## config.mk

```make
export PLATFORM = sky130hd
export DESIGN_NAME = sha256_stream_hasher_unit
export DESIGN_NICKNAME = d
export VERILOG_FILES = /design/src/sv/shs_pkg.sv /design/src/sv/shs_front_fifo.sv /design/src/sv/shs_round_engine.sv /design/src/sv/shs_packer.sv /design/src/sv/sha256_stream_hasher_unit.sv
export SDC_FILE = /design/constraint.sdc
export NUM_CORES = 2
export LEC_CHECK = 0
export ABC_AREA = 1
export ABC_CLOCK_PERIOD_IN_PS = 22100
export CAP_MARGIN = 20
export CORE_MARGIN = 1
export CORE_UTILIZATION = 43
export DETAILED_ROUTE_END_ITERATION = 6
export DONT_BUFFER_PORTS = 1
export PLACE_DENSITY = 0.64
export SYNTH_ARGS = -nofsm -noshare
export SYNTH_HDL_FRONTEND = slang
export SYNTH_SLANG_ARGS = --single-unit
export TNS_END_PERCENT = 10
```

## constraint.sdc

```tcl
create_clock -name clk -period 22.1 [get_ports clk]
set_input_delay 1.105 -clock clk [delete_from_list [all_inputs] [get_ports clk]]
set_output_delay 1.105 -clock clk [all_outputs]
set_load 0.02 [all_outputs]
```

## src/sv/shs_pkg.sv

```systemverilog
// ----------------------------------------------------------------------------
// shs_pkg
// shared types, round constants and helper functions of the sha-256 hasher
// ----------------------------------------------------------------------------
`default_nettype none

package shs_pkg;

	localparam int unsigned WORD_W      = 32;
	localparam int unsigned BLOCK_BYTES = 64;
	localparam int unsigned BLOCK_W     = 512;
	localparam int unsigned POS_W       = 6;
	localparam int unsigned ROUNDS      = 64;
	localparam int unsigned RND_W       = 7;
	localparam int unsigned LEN_W       = 64;

	localparam logic [7:0]       PAD_BYTE  = 8'h80;
	localparam logic [POS_W-1:0] LEN_POS   = 6'd56;
	localparam logic [POS_W-1:0] LAST_POS  = 6'd63;
	localparam logic [RND_W-1:0] FINAL_RND = 7'd64;
	localparam logic [2:0]       LAST_IDX  = 3'd7;

	localparam logic [31:0] ROUND_K [0:63] = '{
		32'h428a2f98, 32'h71374491, 32'hb5c0fbcf, 32'he9b5dba5,
		32'h3956c25b, 32'h59f111f1, 32'h923f82a4, 32'hab1c5ed5,
		32'hd807aa98, 32'h12835b01, 32'h243185be, 32'h550c7dc3,
		32'h72be5d74, 32'h80deb1fe, 32'h9bdc06a7, 32'hc19bf174,
		32'he49b69c1, 32'hefbe4786, 32'h0fc19dc6, 32'h240ca1cc,
		32'h2de92c6f, 32'h4a7484aa, 32'h5cb0a9dc, 32'h76f988da,
		32'h983e5152, 32'ha831c66d, 32'hb00327c8, 32'hbf597fc7,
		32'hc6e00bf3, 32'hd5a79147, 32'h06ca6351, 32'h14292967,
		32'h27b70a85, 32'h2e1b2138, 32'h4d2c6dfc, 32'h53380d13,
		32'h650a7354, 32'h766a0abb, 32'h81c2c92e, 32'h92722c85,
		32'ha2bfe8a1, 32'ha81a664b, 32'hc24b8b70, 32'hc76c51a3,
		32'hd192e819, 32'hd6990624, 32'hf40e3585, 32'h106aa070,
		32'h19a4c116, 32'h1e376c08, 32'h2748774c, 32'h34b0bcb5,
		32'h391c0cb3, 32'h4ed8aa4a, 32'h5b9cca4f, 32'h682e6ff3,
		32'h748f82ee, 32'h78a5636f, 32'h84c87814, 32'h8cc70208,
		32'h90befffa, 32'ha4506ceb, 32'hbef9a3f7, 32'hc67178f2
	};

	localparam logic [31:0] INIT_HASH [0:7] = '{
		32'h6a09e667, 32'hbb67ae85, 32'h3c6ef372, 32'ha54ff53a,
		32'h510e527f, 32'h9b05688c, 32'h1f83d9ab, 32'h5be0cd19
	};

	// one queued input transaction
	typedef struct packed {
		logic [7:0] data;
		logic       present;
		logic       eom;
	} shs_item_t;

	// requests from the packer to the round engine
	typedef struct packed {
		logic start;
		logic init;
	} shs_eng_req_t;

	typedef logic [7:0][WORD_W-1:0] shs_hash_t;

	typedef enum logic [2:0] {
		P_DATA,
		P_MARK,
		P_ZERO,
		P_LEN,
		P_FLUSH,
		P_OUT
	} shs_pstate_t;

	function automatic logic [31:0] rotr(input logic [31:0] x, input int unsigned n);
		rotr = (x >> n) | (x << (32 - n));
	endfunction

	function automatic logic [31:0] big_sig0(input logic [31:0] x);
		big_sig0 = rotr(x, 2) ^ rotr(x, 13) ^ rotr(x, 22);
	endfunction

	function automatic logic [31:0] big_sig1(input logic [31:0] x);
		big_sig1 = rotr(x, 6) ^ rotr(x, 11) ^ rotr(x, 25);
	endfunction

	function automatic logic [31:0] small_sig0(input logic [31:0] x);
		small_sig0 = rotr(x, 7) ^ rotr(x, 18) ^ (x >> 3);
	endfunction

	function automatic logic [31:0] small_sig1(input logic [31:0] x);
		small_sig1 = rotr(x, 17) ^ rotr(x, 19) ^ (x >> 10);
	endfunction

endpackage

`default_nettype wire

```

## src/sv/shs_front_fifo.sv

```systemverilog
// ----------------------------------------------------------------------------
// shs_front_fifo
// input side: takes transactions, drops empty ones, queues the rest
// ----------------------------------------------------------------------------
`default_nettype none

module shs_front_fifo #(
	parameter int unsigned DEPTH = 4
) (
	input  wire logic              clk,
	input  wire logic              arst_n,
	input  wire logic              in_valid,
	output      logic              in_ready,
	input  wire logic [7:0]        data_byte,
	input  wire logic              byte_present,
	input  wire logic              end_of_message,
	output      logic              item_valid,
	input  wire logic              item_ready,
	output      shs_pkg::shs_item_t item
);

	localparam int unsigned AW = (DEPTH > 1) ? $clog2(DEPTH) : 1;
	localparam int unsigned CW = $clog2(DEPTH + 1);
	localparam logic [AW-1:0] PTR_LAST = AW'(DEPTH - 1);
	localparam logic [CW-1:0] CNT_FULL = CW'(DEPTH);

	shs_pkg::shs_item_t mem_q [DEPTH];
	logic [AW-1:0] wr_ptr_q, rd_ptr_q;
	logic [CW-1:0] count_q;
	logic          push, pop;

	assign in_ready   = (count_q != CNT_FULL);
	// items without a byte and without an end mark change nothing
	assign push       = in_valid && in_ready && (byte_present || end_of_message);
	assign item_valid = (count_q != '0);
	assign pop        = item_valid && item_ready;
	assign item       = mem_q[rd_ptr_q];

	always_ff @(posedge clk) begin
		if (push) begin
			mem_q[wr_ptr_q] <= '{data: data_byte, present: byte_present, eom: end_of_message};
		end
	end

	always_ff @(posedge clk or negedge arst_n) begin
		if (!arst_n) begin
			wr_ptr_q <= '0;
			rd_ptr_q <= '0;
			count_q  <= '0;
		end else begin
			if (push) begin
				wr_ptr_q <= (wr_ptr_q == PTR_LAST) ? '0 : wr_ptr_q + 1'b1;
			end
			if (pop) begin
				rd_ptr_q <= (rd_ptr_q == PTR_LAST) ? '0 : rd_ptr_q + 1'b1;
			end
			if (push && !pop) begin
				count_q <= count_q + 1'b1;
			end else if (pop && !push) begin
				count_q <= count_q - 1'b1;
			end
		end
	end

endmodule

`default_nettype wire

```

## src/sv/shs_round_engine.sv

```systemverilog
// ----------------------------------------------------------------------------
// shs_round_engine
// one sha-256 round per cycle over a 16-word rolling schedule, holds the
// chaining value
// ----------------------------------------------------------------------------
`default_nettype none

module shs_round_engine (
	input  wire logic                            clk,
	input  wire logic                            arst_n,
	input  wire shs_pkg::shs_eng_req_t           req,
	input  wire logic [shs_pkg::BLOCK_W-1:0]     block,
	output      logic                            busy,
	output      shs_pkg::shs_hash_t              digest
);

	logic [31:0] h_q  [8];
	logic [31:0] wv_q [8];
	logic [31:0] w_q  [16];
	logic [31:0] pre_q;
	logic [shs_pkg::RND_W-1:0] rnd_q;
	logic busy_q;

	logic [31:0] t1, t2, w_new;
	logic [shs_pkg::RND_W-1:0] rnd_next;
	logic rounds_on, finish;

	assign busy      = busy_q;
	assign rounds_on = busy_q && (rnd_q != shs_pkg::FINAL_RND);
	assign finish    = busy_q && (rnd_q == shs_pkg::FINAL_RND);
	assign rnd_next  = rnd_q + 1'b1;

	always_comb begin
		t1 = pre_q + shs_pkg::big_sig1(wv_q[4])
			+ ((wv_q[4] & wv_q[5]) ^ (~wv_q[4] & wv_q[6]));
		t2 = shs_pkg::big_sig0(wv_q[0])
			+ ((wv_q[0] & wv_q[1]) ^ (wv_q[0] & wv_q[2]) ^ (wv_q[1] & wv_q[2]));
		w_new = shs_pkg::small_sig1(w_q[14]) + w_q[9]
			+ shs_pkg::small_sig0(w_q[1]) + w_q[0];
	end

	for (genvar i = 0; i < 8; i++) begin : g_digest
		assign digest[i] = h_q[i];
	end

	// schedule, working variables and the h + k + w term of the next round
	always_ff @(posedge clk) begin
		if (req.start) begin
			for (int i = 0; i < 16; i++) begin
				w_q[i] <= block[shs_pkg::BLOCK_W-1-32*i -: 32];
			end
			for (int i = 0; i < 8; i++) begin
				wv_q[i] <= h_q[i];
			end
			pre_q <= h_q[7] + shs_pkg::ROUND_K[0] + block[shs_pkg::BLOCK_W-1 -: 32];
		end else if (rounds_on) begin
			for (int i = 0; i < 15; i++) begin
				w_q[i] <= w_q[i+1];
			end
			w_q[15] <= w_new;
			wv_q[7] <= wv_q[6];
			wv_q[6] <= wv_q[5];
			wv_q[5] <= wv_q[4];
			wv_q[4] <= wv_q[3] + t1;
			wv_q[3] <= wv_q[2];
			wv_q[2] <= wv_q[1];
			wv_q[1] <= wv_q[0];
			wv_q[0] <= t1 + t2;
			pre_q   <= wv_q[6] + shs_pkg::ROUND_K[rnd_next[5:0]] + w_q[1];
		end
	end

	always_ff @(posedge clk or negedge arst_n) begin
		if (!arst_n) begin
			busy_q <= 1'b0;
			rnd_q  <= '0;
			for (int i = 0; i < 8; i++) begin
				h_q[i] <= shs_pkg::INIT_HASH[i];
			end
		end else begin
			if (req.init) begin
				for (int i = 0; i < 8; i++) begin
					h_q[i] <= shs_pkg::INIT_HASH[i];
				end
			end else if (finish) begin
				for (int i = 0; i < 8; i++) begin
					h_q[i] <= h_q[i] + wv_q[i];
				end
			end
			if (req.start) begin
				busy_q <= 1'b1;
				rnd_q  <= '0;
			end else if (finish) begin
				busy_q <= 1'b0;
				rnd_q  <= '0;
			end else if (rounds_on) begin
				rnd_q <= rnd_next;
			end
		end
	end

endmodule

`default_nettype wire

```

## src/sv/shs_packer.sv

```systemverilog
// ----------------------------------------------------------------------------
// shs_packer
// back side control: packs bytes into blocks, pads, hands blocks to the
// round engine and sends out the digest words
// ----------------------------------------------------------------------------
`default_nettype none

module shs_packer (
	input  wire logic                        clk,
	input  wire logic                        arst_n,
	input  wire logic                        item_valid,
	output      logic                        item_ready,
	input  wire shs_pkg::shs_item_t          item,
	output      shs_pkg::shs_eng_req_t       req,
	output      logic [shs_pkg::BLOCK_W-1:0] block,
	input  wire logic                        busy,
	input  wire shs_pkg::shs_hash_t          digest,
	output      logic                        out_valid,
	input  wire logic                        out_ready,
	output      logic [31:0]                 digest_word,
	output      logic [2:0]                  word_index,
	output      logic                        last_word
);

	shs_pkg::shs_pstate_t state_q, state_d;

	logic [shs_pkg::BLOCK_W-1:0] blk_q;
	logic [shs_pkg::POS_W-1:0]   pos_q;
	logic [shs_pkg::LEN_W-1:0]   cnt_q, cnt_next;
	logic [shs_pkg::LEN_W-1:0]   len_q;
	logic [2:0]                  idx_q;

	logic       can_shift, shift_en, take_item;
	logic [7:0] shift_byte;

	// a byte landing in the last slot needs the engine free
	assign can_shift = (pos_q != shs_pkg::LAST_POS) || !busy;
	assign take_item = item_valid && item_ready;
	assign cnt_next  = cnt_q + {{(shs_pkg::LEN_W-1){1'b0}}, item.present};
	assign block     = {blk_q[shs_pkg::BLOCK_W-9:0], shift_byte};

	assign digest_word = digest[idx_q];
	assign word_index  = idx_q;
	assign last_word   = (idx_q == shs_pkg::LAST_IDX);

	always_comb begin
		state_d    = state_q;
		item_ready = 1'b0;
		shift_en   = 1'b0;
		shift_byte = 8'h00;
		out_valid  = 1'b0;
		req.init   = 1'b0;
		unique case (state_q)
			shs_pkg::P_DATA: begin
				item_ready = can_shift;
				if (item_valid && can_shift) begin
					shift_en   = item.present;
					shift_byte = item.data;
					if (item.eom) begin
						state_d = shs_pkg::P_MARK;
					end
				end
			end
			shs_pkg::P_MARK: begin
				if (can_shift) begin
					shift_en   = 1'b1;
					shift_byte = shs_pkg::PAD_BYTE;
					state_d    = (pos_q == shs_pkg::LEN_POS - 1'b1) ? shs_pkg::P_LEN
						: shs_pkg::P_ZERO;
				end
			end
			shs_pkg::P_ZERO: begin
				if (can_shift) begin
					shift_en = 1'b1;
					if (pos_q == shs_pkg::LEN_POS - 1'b1) begin
						state_d = shs_pkg::P_LEN;
					end
				end
			end
			shs_pkg::P_LEN: begin
				if (can_shift) begin
					shift_en   = 1'b1;
					shift_byte = len_q[shs_pkg::LEN_W-1 -: 8];
					if (pos_q == shs_pkg::LAST_POS) begin
						state_d = shs_pkg::P_FLUSH;
					end
				end
			end
			shs_pkg::P_FLUSH: begin
				if (!busy) begin
					state_d = shs_pkg::P_OUT;
				end
			end
			shs_pkg::P_OUT: begin
				out_valid = 1'b1;
				if (out_ready && last_word) begin
					req.init = 1'b1;
					state_d  = shs_pkg::P_DATA;
				end
			end
			default: begin
				state_d = shs_pkg::P_DATA;
			end
		endcase
		req.start = shift_en && (pos_q == shs_pkg::LAST_POS);
	end

	always_ff @(posedge clk or negedge arst_n) begin
		if (!arst_n) begin
			state_q <= shs_pkg::P_DATA;
		end else begin
			state_q <= state_d;
		end
	end

	always_ff @(posedge clk) begin
		if (shift_en) begin
			blk_q <= block;
		end
		if (take_item && item.eom) begin
			len_q <= {cnt_next[shs_pkg::LEN_W-4:0], 3'b000};
		end else if (shift_en && state_q == shs_pkg::P_LEN) begin
			len_q <= {len_q[shs_pkg::LEN_W-9:0], 8'h00};
		end
	end

	always_ff @(posedge clk or negedge arst_n) begin
		if (!arst_n) begin
			pos_q <= '0;
			cnt_q <= '0;
			idx_q <= '0;
		end else begin
			if (shift_en) begin
				pos_q <= pos_q + 1'b1;
			end
			if (req.init) begin
				cnt_q <= '0;
			end else if (take_item) begin
				cnt_q <= cnt_next;
			end
			if (out_valid && out_ready) begin
				idx_q <= idx_q + 1'b1;
			end
		end
	end

	// digest words only come from a settled chaining value
	a_out_idle: assert property (@(posedge clk) disable iff (!arst_n)
		out_valid |-> !busy)
		else $error("digest shown while engine busy");

	a_start_free: assert property (@(posedge clk) disable iff (!arst_n)
		req.start |-> !busy && pos_q == shs_pkg::LAST_POS)
		else $error("block start while engine busy");

	a_no_take_out: assert property (@(posedge clk) disable iff (!arst_n)
		(state_q != shs_pkg::P_DATA) |-> !item_ready)
		else $error("queue drained outside data phase");

	a_init_wrap: assert property (@(posedge clk) disable iff (!arst_n)
		req.init |=> (idx_q == 3'd0) && (pos_q == '0))
		else $error("message state not cleared after digest");

endmodule

`default_nettype wire

```

## src/sv/sha256_stream_hasher_unit.sv

```systemverilog
// ----------------------------------------------------------------------------
// sha256_stream_hasher_unit
// streaming sha-256: one message byte per input transaction, eight digest
// words out per message
// ----------------------------------------------------------------------------
// input channel: in_valid/in_ready with data_byte, byte_present and
//   end_of_message. a transaction with neither flag set is taken and dropped.
//   transactions land in a QUEUE_DEPTH entry queue; until it is full the
//   input flows while the back end pads, compresses or drains the digest.
// output channel: out_valid/out_ready with digest_word, word_index and
//   last_word; eight transactions per message, word 0 first.
// throughput: about one byte per cycle while filling a block, unless the
//   byte for the last slot waits on a busy engine; the 64-round engine
//   works on block n while block n+1 fills, so the round loop is the limit.
// after the end-of-message transaction leaves the queue, the padding
//   bytes fill the block up to its end, then the last compression runs
//   (after the block before, when that is still in the engine) and the
//   digest is handed to the output, then the digest words go out, one per
//   accepted output cycle.
// a stalled output holds the digest steady; the back end takes nothing from
//   the queue until word 7 is accepted, then reloads the initial hash.
// reset: asynchronous, active low; clears the queue, the byte count and the
//   message state and loads the standard initial hash words.
// ----------------------------------------------------------------------------
`default_nettype none

module sha256_stream_hasher_unit #(
	parameter int unsigned QUEUE_DEPTH = 4
) (
	input  wire logic        clk,
	input  wire logic        arst_n,
	input  wire logic        in_valid,
	output      logic        in_ready,
	input  wire logic [7:0]  data_byte,
	input  wire logic        byte_present,
	input  wire logic        end_of_message,
	output      logic        out_valid,
	input  wire logic        out_ready,
	output      logic [31:0] digest_word,
	output      logic [2:0]  word_index,
	output      logic        last_word
);

	// queue to back end
	logic               item_valid;
	logic               item_ready;
	shs_pkg::shs_item_t item;

	// packer to round engine
	shs_pkg::shs_eng_req_t       eng_req;
	logic [shs_pkg::BLOCK_W-1:0] eng_block;
	logic                        eng_busy;
	shs_pkg::shs_hash_t          eng_digest;

	// front: accept, drop empty transactions, queue
	shs_front_fifo #(
		.DEPTH (QUEUE_DEPTH)
	) u_front (
		.clk            (clk),
		.arst_n         (arst_n),
		.in_valid       (in_valid),
		.in_ready       (in_ready),
		.data_byte      (data_byte),
		.byte_present   (byte_present),
		.end_of_message (end_of_message),
		.item_valid     (item_valid),
		.item_ready     (item_ready),
		.item           (item)
	);

	// back: block packing, padding, length and digest sequencing
	shs_packer u_packer (
		.clk         (clk),
		.arst_n      (arst_n),
		.item_valid  (item_valid),
		.item_ready  (item_ready),
		.item        (item),
		.req         (eng_req),
		.block       (eng_block),
		.busy        (eng_busy),
		.digest      (eng_digest),
		.out_valid   (out_valid),
		.out_ready   (out_ready),
		.digest_word (digest_word),
		.word_index  (word_index),
		.last_word   (last_word)
	);

	// back: compression rounds and chaining value
	shs_round_engine u_engine (
		.clk    (clk),
		.arst_n (arst_n),
		.req    (eng_req),
		.block  (eng_block),
		.busy   (eng_busy),
		.digest (eng_digest)
	);

endmodule

`default_nettype wire
```

Word-level counts from Yosys, hierarchy flattened

Memories as Yosys holds them, arrays and structs flattened.
Cells that the tools add are included.

Register bits after elaboration: 944
RAM bits: 808
ROM bits: 2048
Bits of input ports: 14
Output and inout bits: 38
Memories kept: 4

Memories:

| memory          | words | bits a word | rd ports | clocked after Yosys merged registers in | write ports | RTL line               | RTL |
|---|---|---|---|---|---|---|---|
| (no name shown) | 64    | 32          | 1        | 0                                       | 0           | shs_round_engine.sv:69 | `pre_q <= wv_q[6] + shs_pkg::ROUND_K[rnd_next[5:0]] + w_q[1];` |
| u_engine.w_q    | 16    | 32          | 16       | 0                                       | 16          | shs_round_engine.sv:19 | `logic [31:0] w_q [16];` |
| u_engine.wv_q   | 8     | 32          | 8        | 0                                       | 8           | shs_round_engine.sv:18 | `logic [31:0] wv_q [8];` |
| u_front.mem_q   | 4     | 10          | 1        | 0                                       | 1           | shs_front_fifo.sv:27   | `shs_pkg::shs_item_t mem_q [DEPTH];` |

Add/subtract/negate cells: 28
$lt $le $gt $ge: 2
Equality and inequality tests: 23
Mux-type cells: 74
Bitwise logic cells: 52
Reduce and logical (&&, ||, !) cells: 29

Operators by type and width:

| kind                   | count |
|---|---|
| $mux 32                | 29 |
| $add 32x32->32         | 19 |
| $mux 256               | 2 |
| $xor 32x32->32         | 9 |
| $mux 64                | 4 |
| $and 32x32->32         | 5 |
| $bmux 32 s3            | 1 |
| $add 64x1->64          | 1 |
| $mux 3                 | 11 |
| $add 32x31->32 const B | 1 |
| $not 32->32            | 1 |
| $or 10x32->32          | 1 |
| $or 13x32->32          | 1 |
| $or 14x32->32          | 1 |
| $or 15x32->32          | 1 |
| $or 19x32->32          | 1 |
| $or 21x32->32          | 1 |
| $or 25x32->32          | 1 |
| $or 26x32->32          | 1 |
| $or 30x32->32          | 1 |
| $or 7x32->32           | 1 |
| $xor 32x22->32         | 1 |
| $xor 32x29->32         | 1 |
| $mux 8                 | 3 |
| other kinds (34)       | 110 |

Logic depth before layout (Yosys ltp)

Depth in word-level cells: 9
Mapped depth: 33

Hierarchy

Synthesis repeated with hierarchy kept, for this count alone.

Cell total of the unflattened synthesis: 12446
Area total of the unflattened synthesis: 106163.1 um^2

Modules (own cells, without submodules):

| module           | instances | cells an instance | area each (um^2) | sequential area each (um^2) |
|---|---|---|---|---|
| shs_round_engine | 1         | 10274             | 79139.7          | 30799.5 |
| shs_packer       | 1         | 1994              | 24953.9          | 18793.0 |
| shs_front_fifo   | 1         | 178               | 2069.5           | 1376.3 |

Least setup slack after synthesis

Ideal clock, no wire load.

Path type: reg-to-reg
Start point: reg u_packer.pos_q[0] in the netlist's numbering
End point: reg u_engine.pre_q[0], enable pin
Library setup time: 1.210 ns
Arrival time: 22.331 ns
Path slack: -1.440 ns
Stages on the path, launching flop included: 13
Path buffers: 2
Clock period less this slack: 23.540 ns
Cells stage by stage: dfrtp_1 > ha_1 > nand3_2 > nor2_4 > nand2_2 > nand3_4 > inv_2 > nand2_2 > nand2_4 > nand2_4 > buf_4 > buf_2 > nand2_1

Cells in the longest elaborated chain, start to end: 7

Ends and longest elaborated chain:

| element                                | RTL line               | RTL |
|---|---|---|
| start, declared                        | shs_packer.sv:28       | `logic [shs_pkg::POS_W-1:0] pos_q;` |
| start signal, assigned                 | shs_packer.sv:134      | `pos_q <= pos_q + 1'b1;` |
| $ne 6x6->1 (*)                         | shs_packer.sv:37       | `assign can_shift = (pos_q != shs_pkg::LAST_POS) \|\| !busy;` |
| $logic_or 1x1->1 (*)                   | shs_packer.sv:37       |  |
| $logic_and 1x1->1                      | shs_packer.sv:56       | `if (item_valid && can_shift) begin` |
| $mux 1                                 | shs_packer.sv:56       |  |
| $pmux 1 s2 (*)                         | shs_packer.sv:53       | `unique case (state_q)` |
| net u_packer.shift_en                  | shs_packer.sv:33       | `logic can_shift, shift_en, take_item;` |
| $logic_and 1x1->1 (*)                  | shs_packer.sv:105      | `req.start = shift_en && (pos_q == shs_pkg::LAST_POS);` |
| $reduce_bool 2->1 (no source line) (*) | n/a                    |  |
| end signal, assigned                   | shs_round_engine.sv:55 | `pre_q <= h_q[7] + shs_pkg::ROUND_K[0] + block[shs_pkg::BLOCK_W-1 -: 32];` |
| end signal, assigned                   | shs_round_engine.sv:69 |  |
| end, declared                          | shs_round_engine.sv:20 | `logic [31:0] pre_q;` |

Mark *: on every way through the listed nets, which the timed path passes. The rest lies on a longest branch.
A chain may end at the register's enable or synchronous reset.

==> flow_summary.yaml <==
placed_design:
  placed_area_um2: 109000
  pre_cts_ws_ns: 14.66
  hpwl_um: 269000
  dp.cells: 15100
  numPortBuffers: 0
  gp_congestion: 1.03
synthesis:
  ys_async_sr_fraction_pct: 19.7
  synthFlopType: "edfxtp_1"
  synth_common_cells: "nand2_1, inv_1, edfxtp_1, o21ai_0, nor2_1"
  synthCells: 12300
  ys_warn_count: 0
  synth_seq_area_share_pct: 48.2
  synth_edf_count: 1405
  synth_area_leaders: "edfxtp_1, nand2_1, ha_1"
  synth.top_cell.area_share_pct: 39.9
  synth-seq-cells: 1749
  synth_largest_area_cell: "edfxtp_1"
  synth_area_um2: 106000
  ys_types: 64
  syn_nets: 13000
  syn_area_per_cell_um2: 8.60
  yosysMostFrequentCell: "nand2_1"
power_and_ir_drop:
  power.density_nw_per_um2: 156
  total_leakage_power_nw: 48.4
  ir_worst_vdd_uv: 162
  power_mw: 18.0
sta:
  finalMaxSlewViolations: 0
  fmax_ghz: 0.135
  tns_ns: 0
  fin_ws_ns: 14.68
  tightestPinTransition_ns: 1.34
  timing.final.crit_share_pct: 33.6
  layout_min_cycle_time_ns: 7.42
  rsz0062_at_grt: "no"
  setup_viol: 0
  fin_hold_ws_ns: 0.147
  hold_viol: 0
  finClkSkew_ns: 0.0947
  max_slew_margin_pct: 9.44
layout:
  drive_gt1_share_pct: 4.55
  finalNetCount: 12800
  nFillCells: 23500
  fin_cells: 15500
  fin_util_pct: 47.3
  synthToLayoutAreaGrowth_pct: 9.09
  fin_area_um2: 115000
cts:
  root_buffer: "clkbuf_16"
  clkSinkCount: 1749
  insertion_delay_ns: 0.88
  path_clk_slew_ns: 0.06
  cts-buffers-inserted: 194
  cts_tree: "done"
  htree_levels: 4
  clockBufferDepth: 3
global_route:
  grt.overflow.total: 0
  antenna_found_initial: 16
  grt_pass1_vias: 82100
  grt_pass1_wl_um: 533000
  grt_max_degree: 236
  track_usage_pct: 28.7
die:
  start_util_pct: 43.4
  die_h_um: 498
  io_pins: 52
  die_area_um2: 248000
  rows: 181
  die_w_um: 498
  core_area_um2: 244000
critical_path:
  r2r_start: "u_packer.pos_q[0]"
  r2r-end: "u_engine.wv_q[0][150]"
  reg2reg_depth: 13
  r2r_slack_ns: 14.68
  start_kind: "flop"
  critical_path_class: "reg2reg"
  crit_path_end_kind: "flop"
  cp.arrival_ns: 7.87
  path_max_fanout: 178
  critical_path_required_ns: 22.55
  critPathLaunch: "u_packer.pos_q[0]"
routing:
  dr.pass1.iters: 7
  wl_per_cell_um: 23.4
  vias: 86400
  drcViolationCount: 6
  wl_um: 363000
  dr.first_iter.drc_count: 9963
  ant_nets: 0
  viasPerCell: 5.57
status:
  failed_checks: "DRC"
  outcome: "complete, but fails checks"
hold_path:
  hold_path_class: "in2async"
job:
  maxCapViolCount: 0
## flip-flops by register name (all words and copies together), names as in the netlist
signal and flops:
u_front.rd_ptr_q 2, u_packer.pos_q 6, u_engine.rnd_q 7, u_packer.blk_q 504, u_front.count_q 3, u_packer.len_q 61
u_engine.digest 256, u_engine.w_q 512, u_engine.busy 1, u_engine.wv_q 256, u_packer.state_q 3, u_packer.word_index 3
u_front.wr_ptr_q 2, u_engine.pre_q 32, u_front.mem_q 40, u_packer.cnt_q 61
## cell type report
| class | count | area [µm²] | area share, % |
|---|---|---|---|
| antenna | 2 | 5.00 | 0.00434 |
| clock buffer | 243 | 5110 | 4.43 |
| clock inverter | 118 | 1600 | 1.38 |
| inverter | 1472 | 5540 | 4.80 |
| multi-input combinational | 8665 | 47600 | 41.3 |
| sequential | 1749 | 51000 | 44.2 |
| tap | 3202 | 4010 | 3.47 |
| timing repair buffer | 60 | 553 | 0.479 |
## worst max-delay path, stage by stage (launching register included)
cell and delay [ns]:
dfrtp_1 0.40, ha_1 0.25, nand3_2 0.10, nor2_4 0.06
nand2_2 0.23, nand3_4 0.46, inv_2 0.79, nand2_2 0.19
nand2_8 0.55, nand2_8 0.40, nand2_8 0.69, buf_12 0.77
buf_4 0.89, buf_4 0.91
## repair_timing
| item | in CTS | in global routing |
|---|---|---|
| buffers inserted | 0 | 0 |
| hold endpoints to repair | 139 | 0 |
| hold buffers | 3 | 0 |
| resized for setup | 0 | 0 |
## report_power, final
part | switching, mW | internal, mW
registers | 0.728 | 5.01
clock network | 1.44 | 1.97
logic | 6.17 | 2.64
total | 8.33 | 9.62
## worst max path at each step
| stage | to | slack, ns | cells past startpoint |
|---|---|---|---|
| 2_1_floorplan | u_engine.pre_q[0] | 6.59 | 12 |
| 3_3_place_gp | u_engine.wv_q[0][123] | 14.77 | 13 |
| 3_5_place_dp | u_engine.wv_q[0][156] | 14.66 | 13 |
| 4_1_cts | u_engine.wv_q[0][150] | 14.59 | 13 |
| 5_1_grt | u_engine.wv_q[0][151] | 14.15 | 13 |
| 6_report | u_engine.wv_q[0][150] | 14.68 | 13 |
## cell usage in the layout, fill, tap and decap left out, types with 205 or more instances in the layout
cell,netlist,layout
nand2_1,3563,3558
a21oi_1,690,690
xor2_1,280,279
nor2_1,808,807
o21ai_0,1007,1007
nand3_1,525,525
ha_1,491,491
edfxtp_1,1405,1405
xnor2_1,205,205
dfrtp_1,208,206
inv_1,1460,1460
## routing by layer
metal  part of all wire (%)  wire length [µm]  track usage (%)
met2                     45            162000             44.8
met3                    8.2             29900             5.04
met4                    5.3             19100             13.3
met1                     42            152000             39.0
met5                  0.018                65                0
## cell families after synthesis
| kind of cell | share of synthesized area (%) |
|---|---|
| muxes | 0.0213 |
| adders and majority gates | 9.11 |
| AOI/OAI and AO/OA | 11.9 |
| xor gates and xnor gates | 4.02 |
| DFF | 48.2 |
| buffers and inverters | 6.88 |
| and+or+nand+nor | 19.9 |
(Power assumes the default switching activity.)
